<file path="config.mk">
export PLATFORM = sky130hd
export DESIGN_NAME = pwm_duty_slew_ramp_core
export DESIGN_NICKNAME = d
export VERILOG_FILES = /design/src/hw/rtl/pdsr_pkg.sv /design/src/hw/rtl/pdsr_div.sv /design/src/hw/rtl/pwm_duty_slew_ramp_core.sv
export SDC_FILE = /design/constraint.sdc
export NUM_CORES = 1
export LEC_CHECK = 0
export BUFFER_PORTS_ARGS = -buffer_cell sky130_fd_sc_hd__buf_2
export CAP_MARGIN = 20
export CORE_ASPECT_RATIO = 0.8
export CORE_MARGIN = 4
export CORE_UTILIZATION = 69
export CTS_CLUSTER_DIAMETER = 80
export DETAILED_ROUTE_END_ITERATION = 8
export PLACE_DENSITY_LB_ADDON = 0.1
export SLEW_MARGIN = 20
export SYNTH_ARGS = -nofsm -noshare
export SYNTH_HDL_FRONTEND = slang
export SYNTH_SLANG_ARGS = --single-unit
</file>
<file path="constraint.sdc">
create_clock -name clk -period 28.8 [get_ports clk]
set_clock_uncertainty 0.15 [all_clocks]
set_input_delay 2.88 -clock clk [delete_from_list [all_inputs] [get_ports clk]]
set_output_delay 2.88 -clock clk [all_outputs]
set_load 0.01 [all_outputs]
</file>
<file path="src/hw/rtl/pdsr_pkg.sv">
`default_nettype none

package pdsr_pkg;

  // Field widths
  localparam int CFG_W    = 16;
  localparam int TGT_W    = 16;
  localparam int TIME_W   = 32;
  localparam int PROD_W   = 32;
  localparam int IN_TDATA_W  = 56;
  localparam int OUT_TDATA_W = 24;

  // Default parameter values
  localparam int DEF_DUTY_BITS = 16;
  localparam int DEF_TIME_BITS = 32;

  // Register reset values
  localparam logic [CFG_W-1:0] RST_DUTY_MAX  = 16'd1023;
  localparam logic [CFG_W-1:0] RST_RAMP_STEP = 16'd1;
  localparam logic [CFG_W-1:0] RST_MIN_DIST  = 16'd16;
  localparam logic [CFG_W-1:0] RST_RAMP_TIME = 16'd500;

  // Configuration register indexes
  typedef enum logic [1:0] {
    REG_DUTY_MAX  = 2'd0,
    REG_RAMP_STEP = 2'd1,
    REG_MIN_DIST  = 2'd2,
    REG_RAMP_TIME = 2'd3
  } reg_idx_t;

endpackage

`default_nettype wire

</file>
<file path="src/hw/rtl/pdsr_div.sv">
`default_nettype none

// Restoring divider, one quotient bit per cycle. The dividend shifts out
// of the top of the quotient register while quotient bits shift in below.
module pdsr_div
  import pdsr_pkg::*;
#(
  parameter int DIVISOR_BITS = DEF_DUTY_BITS
) (
  input  wire logic                    clk,
  input  wire logic                    rst,
  input  wire logic                    start,
  input  wire logic [PROD_W-1:0]       dividend,
  input  wire logic [DIVISOR_BITS-1:0] divisor,
  output logic                         done,
  output logic [PROD_W-1:0]            quotient
);

  localparam int CNT_W = $clog2(PROD_W);
  localparam logic [CNT_W-1:0] CNT_LAST = CNT_W'(PROD_W - 1);

  logic                    busy;
  logic [CNT_W-1:0]        cnt;
  logic [PROD_W-1:0]       qreg;
  logic [DIVISOR_BITS-1:0] rem;
  logic [DIVISOR_BITS-1:0] dvs;

  logic [DIVISOR_BITS:0]   trial;
  logic [DIVISOR_BITS:0]   diff;
  logic                    fits;

  // One restoring step
  always_comb begin
    trial = {rem, qreg[PROD_W-1]};
    diff  = trial - {1'b0, dvs};
    fits  = (trial >= {1'b0, dvs});
  end

  always_ff @(posedge clk) begin
    if (rst) begin
      busy <= 1'b0;
      done <= 1'b0;
      cnt  <= '0;
    end else begin
      done <= 1'b0;
      if (start) begin
        busy <= 1'b1;
        cnt  <= '0;
        qreg <= dividend;
        rem  <= '0;
        dvs  <= divisor;
      end else if (busy) begin
        rem  <= fits ? diff[DIVISOR_BITS-1:0] : trial[DIVISOR_BITS-1:0];
        qreg <= {qreg[PROD_W-2:0], fits};
        cnt  <= cnt + 1'b1;
        if (cnt == CNT_LAST) begin
          busy <= 1'b0;
          done <= 1'b1;
        end
      end
    end
  end

  assign quotient = qreg;

endmodule

`default_nettype wire

</file>
<file path="src/hw/rtl/pwm_duty_slew_ramp_core.sv">
// Sequencing: an accepted input goes to ST_UPDATE, through ST_DIV first when the
// step period is divided out; the result is registered in ST_UPDATE.
// Flow: one transaction in flight; a new input is taken only back in ST_IDLE, after
// the bit-serial period divider where it is used; result stalls hold ST_UPDATE.
// Reset (rst, synchronous): registers to their defaults, ramp state and current
// duty cleared, output empty; the output compare register is not cleared.
`default_nettype none

module pwm_duty_slew_ramp_core
  import pdsr_pkg::*;
#(
  parameter int DUTY_BITS = DEF_DUTY_BITS,
  parameter int TIME_BITS = DEF_TIME_BITS
) (
  input  wire logic                   clk,
  input  wire logic                   rst,
  // configuration
  input  wire logic                   cfg_we,
  input  wire logic [1:0]             cfg_addr,
  input  wire logic [CFG_W-1:0]       cfg_data,
  // input stream
  input  wire logic                   s_tvalid,
  output logic                        s_tready,
  // [15:0] target_duty, [47:16] time_ms, [48] smooth_request, zero fill
  input  wire logic [IN_TDATA_W-1:0]  s_tdata,
  // result stream
  output logic                        m_tvalid,
  input  wire logic                   m_tready,
  // [15:0] compare_value, [16] ramp_done, [17] stepped, zero fill
  output logic [OUT_TDATA_W-1:0]      m_tdata
);

  localparam logic [CFG_W-1:0] DUTY_LIM = CFG_W'((32'd1 << DUTY_BITS) - 1);

  typedef enum logic [1:0] {
    ST_IDLE,
    ST_DIV,
    ST_UPDATE
  } state_t;

  state_t state;

  // Configuration registers
  logic [CFG_W-1:0] duty_max;
  logic [CFG_W-1:0] ramp_step;
  logic [CFG_W-1:0] min_dist;
  logic [CFG_W-1:0] ramp_time;

  // Ramp state
  logic [DUTY_BITS-1:0] duty_now;
  logic [DUTY_BITS-1:0] start_distance;
  logic                 smooth_active;
  logic [TIME_BITS-1:0] last_update_time;

  // Per-transaction holding registers
  logic [DUTY_BITS-1:0] tgt;
  logic [DUTY_BITS-1:0] item_dist;
  logic [TIME_BITS-1:0] now;
  logic                 jump;
  logic [PROD_W-1:0]    period;

  // Output register
  logic [DUTY_BITS-1:0] out_compare;
  logic                 out_done;
  logic                 out_stepped;

  // Input decode and first-step decisions
  logic [TGT_W-1:0]     in_target;
  logic [TIME_BITS-1:0] in_time;
  logic                 in_req;
  logic [CFG_W-1:0]     lim;
  logic [TGT_W-1:0]     tgt_clamped;
  logic [DUTY_BITS-1:0] tgt_in;
  logic [DUTY_BITS-1:0] dist_in;
  logic                 sa_eff;
  logic [DUTY_BITS-1:0] sd_eff;
  logic                 jump_in;
  logic                 accept;

  always_comb begin
    in_target   = s_tdata[TGT_W-1:0];
    in_time     = s_tdata[TGT_W +: TIME_BITS];
    in_req      = s_tdata[TGT_W + TIME_W];
    lim         = (duty_max > DUTY_LIM) ? DUTY_LIM : duty_max;
    tgt_clamped = (in_target < lim) ? in_target : lim;
    tgt_in      = tgt_clamped[DUTY_BITS-1:0];
    dist_in     = (duty_now > tgt_in) ? (duty_now - tgt_in) : (tgt_in - duty_now);
    sa_eff      = smooth_active | in_req;
    sd_eff      = (start_distance == '0) ? dist_in : start_distance;
    jump_in     = !sa_eff || (CFG_W'(sd_eff) < min_dist);
  end

  assign s_tready = (state == ST_IDLE);
  assign accept   = s_tvalid && s_tready;

  // Period divider: ramp_time * ramp_step / start_distance
  logic              div_start;
  logic              div_done;
  logic [PROD_W-1:0] div_quot;
  logic [PROD_W-1:0] product;

  assign product   = PROD_W'(ramp_time) * PROD_W'(ramp_step);
  assign div_start = accept && !jump_in && (sd_eff != '0);

  pdsr_div #(
    .DIVISOR_BITS(DUTY_BITS)
  ) u_div (
    .clk      (clk),
    .rst      (rst),
    .start    (div_start),
    .dividend (product),
    .divisor  (sd_eff),
    .done     (div_done),
    .quotient (div_quot)
  );

  // Timed update decisions
  logic [TIME_BITS-1:0] elapsed;
  logic                 due;
  logic                 far;
  logic                 out_free;
  logic [DUTY_BITS-1:0] duty_up;
  logic [DUTY_BITS-1:0] duty_dn;
  logic [DUTY_BITS-1:0] step_val;
  logic                 upd_finish;
  logic                 upd_move;
  logic                 upd_stepped;
  logic [DUTY_BITS-1:0] upd_compare;

  always_comb begin
    elapsed     = now - last_update_time;
    due         = (PROD_W'(elapsed) >= period);
    far         = (CFG_W'(item_dist) > ramp_step);
    out_free    = !m_tvalid || m_tready;
    duty_up     = duty_now + ramp_step[DUTY_BITS-1:0];
    duty_dn     = duty_now - ramp_step[DUTY_BITS-1:0];
    step_val    = (duty_now < tgt) ? duty_up : duty_dn;
    // jump, or a timed update within one step: snap and end the ramp
    upd_finish  = jump || (due && !far);
    upd_move    = !jump && due && far;
    upd_stepped = !jump && due;
    upd_compare = upd_finish ? tgt : (upd_move ? step_val : duty_now);
  end

  // Control, state and output register
  always_ff @(posedge clk) begin
    if (rst) begin
      state            <= ST_IDLE;
      duty_max         <= RST_DUTY_MAX;
      ramp_step        <= RST_RAMP_STEP;
      min_dist         <= RST_MIN_DIST;
      ramp_time        <= RST_RAMP_TIME;
      duty_now         <= '0;
      start_distance   <= '0;
      smooth_active    <= 1'b0;
      last_update_time <= '0;
      m_tvalid         <= 1'b0;
    end else begin
      if (cfg_we) begin
        unique case (reg_idx_t'(cfg_addr))
          REG_DUTY_MAX:  duty_max  <= cfg_data;
          REG_RAMP_STEP: ramp_step <= cfg_data;
          REG_MIN_DIST:  min_dist  <= cfg_data;
          REG_RAMP_TIME: ramp_time <= cfg_data;
          default: ;
        endcase
      end

      if ((state == ST_UPDATE) && out_free) m_tvalid <= 1'b1;
      else if (m_tvalid && m_tready) m_tvalid <= 1'b0;

      unique case (state)
        ST_IDLE: begin
          if (accept) begin
            smooth_active  <= sa_eff;
            start_distance <= sd_eff;
            tgt            <= tgt_in;
            item_dist      <= dist_in;
            now            <= in_time;
            jump           <= jump_in;
            period         <= '0;
            state          <= div_start ? ST_DIV : ST_UPDATE;
          end
        end
        ST_DIV: begin
          if (div_done) begin
            period <= div_quot;
            state  <= ST_UPDATE;
          end
        end
        ST_UPDATE: begin
          if (out_free) begin
            out_compare <= upd_compare;
            out_done    <= upd_finish;
            out_stepped <= upd_stepped;
            if (upd_finish) begin
              duty_now       <= tgt;
              start_distance <= '0;
              smooth_active  <= 1'b0;
            end else if (upd_move) begin
              duty_now <= step_val;
            end
            if (upd_stepped) last_update_time <= now;
            state <= ST_IDLE;
          end
        end
        default: state <= ST_IDLE;
      endcase
    end
  end

  assign m_tdata = {(OUT_TDATA_W - TGT_W - 2)'(0), out_stepped, out_done,
                    TGT_W'(out_compare)};

endmodule

`default_nettype wire

</file>
Word-level counts from Yosys, hierarchy flattened
Cells that the tools add are included.
- register bits: 318
- output and inout port bits: 26
- input port bits: 79
- add/sub/neg operators: 7
- bitwise logic cells: 3
- equal/unequal tests: 10
- order comparisons: 8
- reduce and logical (&&, ||, !) cells: 39
- multiply operators: 1
- mux-type cells: 33
- operators by type and width (cell ; number):
    $mux 16 ; 12
    $mux 32 ; 4
    $pmux 32 s2 ; 1
    $sub 16x16->16 ; 4
    $lt 16x16->1 ; 3
    $ge 32x32->1 ; 1
    $gt 16x16->1 ; 2
    $mul 16x16->32 ; 1
    $pmux 16 s2 ; 1
    $sub 32x32->32 ; 1
    $ge 17x16->1 ; 1
    $add 16x16->16 ; 1
    $gt 16x16->1 const B ; 1
    $logic_not 16->1 ; 1
    $reduce_bool 16->1 ; 1
    $reduce_and 2->1 ; 7
    $reduce_and 3->1 ; 4
    $mux 1 ; 9
    $logic_and 1x1->1 ; 8
    $mux 2 ; 4
    $reduce_and 4->1 ; 2
    $reduce_bool 2->1 ; 4
    $eq 2x2->1 const B ; 3
    $pmux 2 s3 ; 1
    other kinds (13) ; 24

Depth between registers and ports, before layout
Gate-level depths: netlist of the first run.
- depth in word-level cells: 15
- depth in mapped cells: 39
- depth with buffers taken out: 35

Hierarchy
From an unflattened synthesis of the first run, not the netlist that was laid out.
- cells, all modules: 3075
- area, all modules: 28038.1 µm²
- modules (own cells, without submodules) (module ; instances ; cells each ; area each (µm²)):
    pwm_duty_slew_ramp_core ; 1 ; 2777 ; 24320.8
    pdsr_div ; 1 ; 298 ; 3717.3

Worst setup path after synthesis of the first run
Ideal clock, no wire load.
- kind: input-to-reg
- start point: in s_tdata[1]
- end point: reg u_div.qreg[0] (netlist: u_div.quotient[0]) (enable)
- cell stages on the path: 30
- path buffers: 4
- data required time: 28.130 ns
- path slack: 15.663 ns
- arrival time: 12.467 ns
- setup time: 0.520 ns
- path through: ha_1 a21o_1 a21o_1 a21o_1 a21o_1 a21o_1 a21o_1 a21oi_1 o31ai_1 a21oi_1 clkbuf_1 mux2_2 ha_1 clkbuf_1 nand4_1 or4_4 a21boi_4 buf_6 buf_6 a221oi_4 o211ai_1 a311o_1 or2_2 ha_1 nand4_1 nor3_1 o22ai_1 nor2_1 o21ai_4 o21ai_0
- longest elaborated chain between the ends: 12
- elaborated cells on any way between the ends: 15
- those cells by class: 2 x add/sub; 3 x order compare; 3 x mux; 7 x reduce/logical
- RTL lines (element ; RTL line ; source):
    start, declared ; pwm_duty_slew_ramp_core.sv:25 ; input wire logic [IN_TDATA_W-1:0] s_tdata,
    $lt 16x16->1 (*) ; pwm_duty_slew_ramp_core.sv:85 ; tgt_clamped = (in_target < lim) ? in_target : lim;
    $mux 16 (*) ; pwm_duty_slew_ramp_core.sv:85 ;
    named net tgt_clamped[5] ; pwm_duty_slew_ramp_core.sv:72 ; logic [TGT_W-1:0] tgt_clamped;
    $sub 16x16->16 or $gt 16x16->1 (tied branches) ; pwm_duty_slew_ramp_core.sv:87 ; dist_in = (duty_now > tgt_in) ? (duty_now - tgt_in) : (tgt_in - duty_now);
    $mux 16 (*) ; pwm_duty_slew_ramp_core.sv:87 ;
    $mux 16 (*) ; pwm_duty_slew_ramp_core.sv:89 ; sd_eff = (start_distance == '0) ? dist_in : start_distance;
    named net sd_eff[15] ; pwm_duty_slew_ramp_core.sv:76 ; logic [DUTY_BITS-1:0] sd_eff;
    $lt 16x16->1 (*) ; pwm_duty_slew_ramp_core.sv:90 ; jump_in = !sa_eff || (CFG_W'(sd_eff) < min_dist);
    $logic_or 1x1->1 (*) ; pwm_duty_slew_ramp_core.sv:90 ;
    named net jump_in ; pwm_duty_slew_ramp_core.sv:77 ; logic jump_in;
    $logic_not 1->1 (*) ; pwm_duty_slew_ramp_core.sv:103 ; assign div_start = accept && !jump_in && (sd_eff != '0);
    $logic_and 1x1->1 (*) (2 in a row) ; pwm_duty_slew_ramp_core.sv:103 ;
    $reduce_bool 2->1 (no line) (*) ; - ;
    $reduce_and 2->1 (no line) (*) ; - ;
    end signal, assigned ; pdsr_div.sv:49 ; qreg <= dividend;
    end signal, assigned ; pdsr_div.sv:54 ; qreg <= {qreg[PROD_W-2:0], fits};
    end, declared ; pdsr_div.sv:24 ; logic [PROD_W-1:0] qreg;
The timed path passes the listed nets; every way through them passes the cells marked *.
A chain may end at the register's enable or synchronous reset.

Final worst setup path of the first run
- start point: in s_tdata[1]
- end point: reg u_div.qreg[20] (netlist: u_div.quotient[20]) (enable)
Same word-level chain as after synthesis.

==> out/qor.yml, run 1 <==
final_common_cell: "nand2_1"
setup_viol: 0
drc: 0
diodes: 0
num_vias: 22053
fin_tns_setup_ns: 0
slowest_delay_ns: 0.70
die_area_um2: 43800
place_congestion: 0.937
postCtsResizedCells: 0
numCtsBuffers: 38
clk_latency_ns: 0.56
vias_per_cell: 6.10
min_from: "last_update_time[17]"
rsz0062_at_grt: "no"
grt_util_all_layers: 0.334
h-tree-depth: 2
rr_endpoint: "u_div.quotient[20]"
ys_seq_area_frac: 0.292
core-area_um2: 39700
cts-root-buf: "clkbuf_16"
status: "completed"
worstMarginPinSlew_ns: 1.13
slowest_stage: "a21boi_4"
timing_worst_setup_path_type: "primary input to flip-flop"
slew_violations: 0
place_inst: 3546
synth-edff-count: 179
min_period_over_period: 0.400
synth.cell_area_um2: 27900
clk_pin_slew_ns: 0.06
cts.path.max_buffers: 3
multi_input_area_um2: 17700
drt-initial-drc-count: 1884
fin_crit_ns: 11.53
hold_depth: 2
nets: 3622
syn_inst: 3032
dieWidth_um: 233
mostFrequentLayoutCells: "nand2_1, inv_1, ha_1"
crit_arrival_ns: 11.56
critPathLaunch: "s_tdata[1]"
synth_flop_cell: "edfxtp_1"
min-delay-path-class: "flip-flop to flip-flop"
grt_pass1_vias: 22039
seqCellArea_um2: 8160
row_count: 65
drive_gt1_frac: 0.0831
grt_max_degree: 64
powerDensity_nw_per_um2: 88.1
wl_um: 73100
ys.warnings.count: 0
ys_seq_elements: 318
grt_pass1_wl_um: 117000
min_to: "last_update_time[17]"
leakagePower_nw: 13.4
cts_setup_buffers: 0
dr.pass1.iters: 5
synth_cell_types: 77
cp-start-kind: "primary input"
dp_hpwl_um: 54400
end_kind: "flip-flop"
slew_headroom: 0.246
overflow: 0
drv_cap: 0
hold_viol: 0
start_util: 0.703
ir_drop_mv: 0.0957
cts.sinks: 318
portBuffers: 91
die_h_um: 188
timing.fmax_mhz: 86.8
r2r_start: "duty_max[1]"
dpl_cell_area_um2: 28600
fillCellCount: 2826
cp_max_fo: 32
wl_per_cell_um: 20.2
layoutNonFillerInstCount: 3617
antenna_found_initial: 2
io_pins: 105
cts_tree: "built"
area_growth_syn_to_layout_pct: 7.29
ff2ff_path_depth: 31
worstPathRequired_ns: 28.83
synth-async-reset-ratio: 0
post_cts_hold_buffer_count: 0
stdcell_area_um2: 29900
avgSynthCellArea_um2: 9.20
reg2reg_setup_slack_ns: 19.30
ant_nets: 0
cp_common_cell: "a21o_1"
## kinds of logic after synthesis
kind of cell / count (synthesis) / synth area share
xor gates and xnor gates: 108 / 0.0339
buffers and inverters: 536 / 0.0755
adders and majority gates: 492 / 0.274
AOI/OAI and AO/OA: 560 / 0.127
other: 1 / 0.000134
and+or+nand+nor: 916 / 0.155
DFF: 318 / 0.292
muxes: 101 / 0.0421
## worst max-delay path, delay by kind of cell
| kind | cells | cell delay, ns |
|---|---|---|
| buf+inv | 3 | 0.86 |
| mux | 2 | 0.83 |
| fa+ha+maj | 3 | 1.05 |
| compound gates | 17 | 4.69 |
| simple gates | 6 | 1.17 |
## synth_stat cells, types with 18 or more instances
cell | count | area (um2)
xor2_1 | 38 | 333
xnor2_1 | 70 | 613
nand2_1 | 422 | 1580
fa_1 | 199 | 3980
nor2_1 | 135 | 507
inv_1 | 398 | 1490
a21oi_1 | 239 | 1200
nand3_1 | 38 | 190
a211oi_1 | 23 | 173
edfxtp_1 | 179 | 5380
mux2_2 | 23 | 259
and2_1 | 132 | 826
ha_1 | 293 | 3670
mux2_4 | 27 | 405
dfxtp_1 | 139 | 2780
o21a_1 | 29 | 218
nand2b_1 | 25 | 156
o211ai_1 | 21 | 158
o21ai_0 | 68 | 340
nand4_1 | 23 | 144
nor3_1 | 35 | 175
a31oi_1 | 18 | 113
clkbuf_1 | 104 | 390
nor2b_1 | 24 | 150
a21o_1 | 72 | 541
mux2i_1 | 51 | 510
## layout make-up
| cell class | instances | area share |
|---|---|---|
| clock buffer | 50 | 0.0357 |
| clock inverter | 20 | 0.00664 |
| inverter | 398 | 0.0499 |
| multi-input combinational | 2183 | 0.592 |
| sequential | 318 | 0.272 |
| tap | 536 | 0.0224 |
| timing repair buffer | 112 | 0.0212 |
## per-layer routing
| layer | share of wire | global-route usage | vias to the layer above |
|---|---|---|---|
| met5 | 0.00027 | 0 | - |
| met4 | 0.033 | 0.103 | 2 |
| met3 | 0.095 | 0.0650 | 158 |
| met2 | 0.44 | 0.513 | 978 |
| met1 | 0.43 | 0.484 | 10712 |
| li1 | - | - | 10203 |
## report_power, final
group / internal, mW / leakage [nW] / switching, mW
Sequential: 0.667 / 2.79 / 0.0804
Clock: 0.292 / 0.626 / 0.205
Combinational: 0.571 / 10.0 / 0.823
Total: 1.53 / 13.4 / 1.11
## registers in the layout, summed over array words and instances (netlist names), 2 cells and up
| signal | cells |
|---|---|
| duty_max | 16 |
| duty_now | 16 |
| item_dist | 16 |
| last_update_time | 32 |
| min_dist | 16 |
| now | 32 |
| out_compare | 16 |
| period | 32 |
| ramp_step | 16 |
| ramp_time | 16 |
| start_distance | 16 |
| state | 2 |
| tgt | 16 |
| u_div.cnt | 5 |
| u_div.dvs | 16 |
| u_div.quotient | 32 |
| u_div.rem | 16 |
## metrics by stage
| step | hold WS [ns] | utilization | total power, mW | setup WS, ns |
|---|---|---|---|---|
| 2_1_floorplan | 0.286 | - | 1.75 | 15.66 |
| 3_3_place_gp | 0.291 | 0.722 | 2.04 | 16.62 |
| 3_5_place_dp | 0.299 | 0.722 | 2.10 | 16.51 |
| 4_1_cts | 0.307 | 0.754 | 2.61 | 17.05 |
| 5_1_grt | 0.319 | 0.754 | 2.80 | 16.75 |
| 6_report | 0.305 | 0.754 | 2.64 | 17.27 |
## how the worst max path moves through the flow
stage                                    end  slack (ns)
after detailed placement  u_div.quotient[22]       16.51
after global placement    u_div.quotient[30]       16.62
after floorplan            u_div.quotient[0]       15.66
after CTS                 u_div.quotient[18]       17.05
final                     u_div.quotient[20]       17.27
after global routing      u_div.quotient[18]       16.75
Note: power is estimated with default switching activity, not from simulation.
==> inputs of run 2 (changes only) <==
ABC_AREA = 1   (was not set)
CORE_UTILIZATION = 64   (was 69)
clock period = 10.9 ns   (was 28.8 ns; I/O delays follow)
==> run 2 against run 1 <==
Net effect:
- first-iteration DRC count up 9.3%
- hold slack better by 0.0038 ns
- wire length up 3.4%
- setup slack worse by 14 ns
- critical endpoint is now u_div.quotient[0]
==> out/qor.yml, run 2 <==
nets: 4223  # was 3622
setup_slack_ns: 3.08  # was 17.27 ns
ys.warnings.count: 0  # unchanged
hold_depth: 2  # unchanged
post_cts_hold_buffer_count: 0  # unchanged
ys_seq_elements: 318  # unchanged
synthTopCellsByCount: "nand2_1, inv_1, ha_1"  # unchanged
synth_largest_area_cell: "edfxtp_1"  # unchanged
drv_cap: 0  # unchanged
grt_util_all_layers: 0.318  # was 0.334
dr.pass1.iters: 6  # was 5
rsz0062_at_grt: "no"  # unchanged
reg2reg_setup_slack_ns: 3.34  # was 19.30 ns
io_pins: 105  # unchanged
worstMarginPinSlew_ns: 1.11  # was 1.13 ns
layoutNonFillerInstCount: 4274  # was 3617
setup_viol: 0  # unchanged
timing.fmax_mhz: 128
vias_per_cell: 5.58  # was 6.10
drive_gt1_frac: 0.0530  # was 0.0831
dp_hpwl_um: 58100  # was 54400 um
overflow: 0  # unchanged
synth_flop_cell: "edfxtp_1"  # unchanged
hold_ws_ns: 0.309  # was 0.305 ns
clk_latency_ns: 0.57  # was 0.56 ns
cts.sinks: 318  # unchanged
grt_pass1_vias: 23963  # was 22039
die_area_um2: 48000  # was 43800 um2
fin_tns_setup_ns: 0  # unchanged
yosys.cell_count.top_type: "nand2_1"  # unchanged
crit_arrival_ns: 7.91  # was 11.56 ns
stdcell_area_um2: 30300  # was 29900 um2
syn_inst: 3644  # was 3032
dpl_cell_area_um2: 29200  # was 28600 um2
numCtsBuffers: 34  # was 38
ys_seq_area_frac: 0.286  # was 0.292
hold_viol: 0  # unchanged
cp-start-kind: "primary input"  # unchanged
die_h_um: 197  # was 188 um
mostFrequentLayoutCells: "nand2_1, inv_1, ha_1"  # unchanged
wl_per_cell_um: 17.7  # was 20.2 um
cts_tree: "built"  # unchanged
place_inst: 4211  # was 3546
dieWidth_um: 244  # was 233 um
ff2ff_path_depth: 38  # was 31
area_growth_syn_to_layout_pct: 6.56  # was 7.29%
cp_max_fo: 32  # unchanged
grt_pass1_wl_um: 123000  # was 117000 um
core-area_um2: 43600  # was 39700 um2
slowest_delay_ns: 0.49  # was 0.70 ns
total_power_mw: 6.71  # was 2.64 mW
final_common_cell: "nand2_1"  # unchanged
portBuffers: 91  # unchanged
num_vias: 23856  # was 22053
cts-root-buf: "clkbuf_16"  # unchanged
leakagePower_nw: 15.4  # was 13.4 nW
row_count: 68  # was 65
fin_crit_ns: 7.82
end_kind: "flip-flop"  # unchanged
powerDensity_nw_per_um2: 221  # was 88.1 nW/um2
synth_cell_types: 52  # was 77
ir_drop_mv: 0.201  # was 0.0957 mV
post-route-util: 0.697  # was 0.754
grt_max_degree: 110  # was 64
clk_pin_slew_ns: 0.06  # about the same
drc: 0  # unchanged
synth-edff-count: 179  # unchanged
min-delay-path-class: "flip-flop to flip-flop"  # unchanged
post-place-ws_ns: 2.59  # was 16.51 ns
ant_nets: 0  # unchanged
worstPathRequired_ns: 10.99  # was 28.83 ns
start_util: 0.654  # was 0.703
cp_common_cell: "nand2_1"  # was a21o_1
antenna_found_initial: 2  # unchanged
synth.cell_area_um2: 28500  # was 27900 um2
h-tree-depth: 2  # unchanged
place_congestion: 0.955  # was 0.937
cts_setup_buffers: 0  # unchanged
status: "completed"  # unchanged
postCtsResizedCells: 0  # unchanged
cts.path.max_buffers: 3  # unchanged
avgSynthCellArea_um2: 7.81  # was 9.20 um2
min_period_over_period: 0.717
drt-initial-drc-count: 2059  # was 1884
slew_violations: 0  # unchanged
wl_um: 75600  # was 73100 um
timing_worst_setup_path_type: "primary input to flip-flop"  # unchanged
synth_top_area_share: 0.189  # was 0.193
slowest_stage: "fa_1"  # was a21boi_4
synth_area_leaders: "edfxtp_1, fa_1, ha_1"  # unchanged
synth-async-reset-ratio: 0  # unchanged
slew_headroom: 0.261  # was 0.246
==> run 2: cell types whose count changed in the layout (fill, tap and decap cells not counted), moves of 69 or more <==
| cell | before | now |
|---|---|---|
| and2_1 | 132 | 8 |
| nand3_1 | 38 | 117 |
| inv_1 | 398 | 733 |
| o21ai_0 | 67 | 205 |
| nor2_1 | 131 | 200 |
| nand2_1 | 422 | 836 |
==> run 2: cells by family after synthesis <==
kind of cell	count (synthesis)	synth area share
AO/OA/AOI/OAI	586	0.112
XOR/XNOR	111	0.0341
adder cells (fa/ha/maj)	492	0.269
buffers and inverters	880	0.119
flip-flops	318	0.286
other	1	0.000132
AND/OR/NAND/NOR	1256	0.180
==> run 2: cell type report <==
cell class | instances | area [um2]
multi-input combinational | 2451 | 17000
sequential | 318 | 8160
fill | 3662 | 13200
clock inverter | 16 | 201
timing repair buffer | 107 | 588
inverter | 740 | 2780
clock buffer | 46 | 896
tap | 595 | 744
antenna | 1 | 2.50
==> run 2: final timing paths <==
| path | start | to |
|---|---|---|
| max | s_tdata[1] | u_div.quotient[0] |
| min | last_update_time[25] | last_update_time[25] |
| min reg2reg | last_update_time[25] | last_update_time[25] |
| max reg2reg | duty_max[1] | u_div.quotient[0] |
==> run 2: power by group <==
part	leakage [nW]	total [mW]	internal, mW	switching [mW]
clock network	0.527	1.17	0.661	0.509
registers	2.80	1.89	1.70	0.190
logic	12.0	3.66	1.25	2.41
==> run 2: critical path: cells and delay by family <==
family                     cells  cell delay (ns)
and+or+nand+nor               18             2.31
adders and majority gates      4             1.26
AOI/OAI and AO/OA              9             1.96
buffers and inverters          7             1.22
==> run 2: per-layer routing <==
metal | GRT usage | vias to the layer above | wire length [um]
met2 | 0.484 | 952 | 32000
met4 | 0.0909 | 0 | 1930
met3 | 0.0726 | 140 | 7840
met5 | 0 | - | 0
met1 | 0.461 | 11265 | 33800
li1 | - | 11499 | -
==> inputs of run 3 (changes only) <==
clock period = 7.4 ns   (was 10.9 ns; I/O delays follow)
==> run 3 against run 2 <==
Net effect:
- non-clock buffer count rose by 44
- critical endpoint is now u_div.quotient[31]
- cell area rose by 1.4%
- largest power group unchanged
- sequential power rose by 46%
- highest routed layer is now met5
==> out/qor.yml, run 3 (same netlist as run 2, synthesis figures left out) <==
status: "completed"  # unchanged
min_period_over_period: 0.928
dieWidth_um: 244  # unchanged
leakagePower_nw: 15.6  # was 15.4 nW
grt_use_met1: 0.460  # was 0.461
layoutNonFillerInstCount: 4318  # was 4274
row_count: 68  # unchanged
timing.fmax_mhz: 146
powerDensity_nw_per_um2: 325  # was 221 nW/um2
crit_arrival_ns: 6.95  # was 7.91 ns
grt_util_met2: 0.474  # was 0.484
portBuffers: 91  # unchanged
postCtsResizedCells: 0  # unchanged
critPathLaunch: "duty_max[1]"  # was s_tdata[1]
internal_power_mw: 5.43  # was 3.61 mW
reg2reg_setup_slack_ns: 0.53  # was 3.34 ns
p_clk_frac: 0.178  # was 0.174
post_cts_hold_buffer_count: 0  # unchanged
setup_slack_ns: 0.533  # was 3.08 ns
drc: 0  # unchanged
slowest_delay_ns: 0.59  # was 0.49 ns
switchingPower_mw: 4.57  # was 3.11 mW
grt_pass1_vias: 23768  # was 23963
drive_gt1_frac: 0.0655  # was 0.0530
rsz0062_at_grt: "no"  # unchanged
cp_common_cell: "nand2_1"  # unchanged
slowest_stage: "o21ai_0"  # was fa_1
place_inst: 4254  # was 4211
fillCellCount: 3575  # was 3662
seq_power_share: 0.275  # was 0.281
h-tree-depth: 2  # unchanged
grt_pass1_wl_um: 122000  # was 123000 um
worstMarginPinSlew_ns: 1.07  # was 1.11 ns
cp_max_fo: 48  # was 32
core-area_um2: 43600  # unchanged
clk_pin_slew_ns: 0.07  # was 0.06 ns
slew_headroom: 0.287  # was 0.261
start_util: 0.654  # unchanged
stdcell_area_um2: 30800  # was 30300 um2
area_growth_syn_to_layout_pct: 8.00  # was 6.56%
seqCellArea_um2: 8160  # unchanged
num_vias: 24070  # was 23856
numCtsBuffers: 35  # was 34
mostFrequentLayoutCells: "nand2_1, inv_1, ha_1"  # unchanged
slew_violations: 0  # unchanged
end_kind: "flip-flop"  # unchanged
wl_um: 74400  # was 75600 um
drt-initial-drc-count: 2398  # was 2059
grt_util_all_layers: 0.314  # was 0.318
met3_usage: 0.0726  # unchanged
drv_cap: 0  # unchanged
setup_viol: 0  # unchanged
grt_max_degree: 109  # was 110
vias_per_cell: 5.57  # was 5.58
cts.sinks: 318  # unchanged
cts_setup_buffers: 0  # unchanged
total_power_mw: 10.0  # was 6.71 mW
place_congestion: 0.979  # was 0.955
multi_input_area_um2: 17000  # unchanged
dp_hpwl_um: 59000  # was 58100 um
timing_worst_setup_path_type: "flip-flop to flip-flop"  # was primary input to flip-flop
min_from: "s_tdata[44]"  # was last_update_time[25]
dr.pass1.iters: 6  # unchanged
dpl_cell_area_um2: 29600  # was 29200 um2
cts_tree: "built"  # unchanged
io_pins: 105  # unchanged
fin_crit_ns: 6.87
diodes: 0  # was 1
ant_nets: 0  # unchanged
comb_power_share: 0.546  # was 0.545
nets: 4268  # was 4223
cts.path.max_buffers: 3  # unchanged
min-delay-path-class: "primary input to flip-flop"  # was flip-flop to flip-flop
die_area_um2: 48000  # unchanged
cts-root-buf: "clkbuf_16"  # unchanged
fin_tns_setup_ns: 0  # unchanged
clk_latency_ns: 0.56  # was 0.57 ns
final_common_cell: "nand2_1"  # unchanged
r2r_start: "duty_max[1]"  # unchanged
antenna_found_initial: 3  # was 2
switching_share: 0.457  # was 0.463
ir_drop_mv: 0.218  # was 0.201 mV
worstPathRequired_ns: 7.48  # was 10.99 ns
overflow: 0  # unchanged
wl_per_cell_um: 17.2  # was 17.7 um
hold_viol: 0  # unchanged
cp-start-kind: "flip-flop"  # was primary input
busiest_layer: "met2"  # unchanged
post-place-ws_ns: 0.292  # was 2.59 ns
die_h_um: 197  # unchanged
run 3: power by group through the flow:
stage	clock network [mW]	registers, mW	logic [mW]
detailed placement	0	2.78	5.31
global route	1.89	2.79	6.17
global placement	0	2.77	5.12
CTS	1.81	2.75	5.36
finish	1.78	2.75	5.46
floorplan	0	2.69	3.97
run 3: final cells by class:
class / instances / share of cell area
Timing Repair Buffer: 151 / 0.0305
Inverter: 740 / 0.0903
Multi-Input combinational cell: 2451 / 0.552
Sequential cell: 318 / 0.265
Clock inverter: 20 / 0.00761
Clock buffer: 43 / 0.0301
Tap cell: 595 / 0.0242
run 3: path summary, 6_finish.rpt:
path,to,depth (start not counted)
max,u_div.quotient[31],36
min reg2reg,last_update_time[13],2
min,now[28],1
max reg2reg,u_div.quotient[31],36
run 3: critical path, delay by kind of cell, from the launching register on:
| family | cells | cell delay (ns) |
|---|---|---|
| flip-flops | 1 | 0.33 |
| AND/OR/NAND/NOR | 17 | 1.76 |
| AO/OA/AOI/OAI | 10 | 2.33 |
| adder cells (fa/ha/maj) | 3 | 1.03 |
| buffers and inverters | 6 | 0.83 |
run 3: routing by layer:
| metal | routed length, um | vias to the layer above |
|---|---|---|
| met1 | 33600 | 11344 |
| li1 | - | 11594 |
| met2 | 31200 | 1004 |
| met5 | 13 | - |
| met3 | 7810 | 126 |
| met4 | 1820 | 2 |
run 3: metrics by stage:
stage | utilization | hold WS (ns)
5_1_grt | 0.706 | 0.191
3_5_place_dp | 0.679 | 0.303
4_1_cts | 0.705 | 0.180
3_3_place_gp | 0.679 | 0.296
2_1_floorplan | - | 0.285
6_report | 0.706 | 0.210
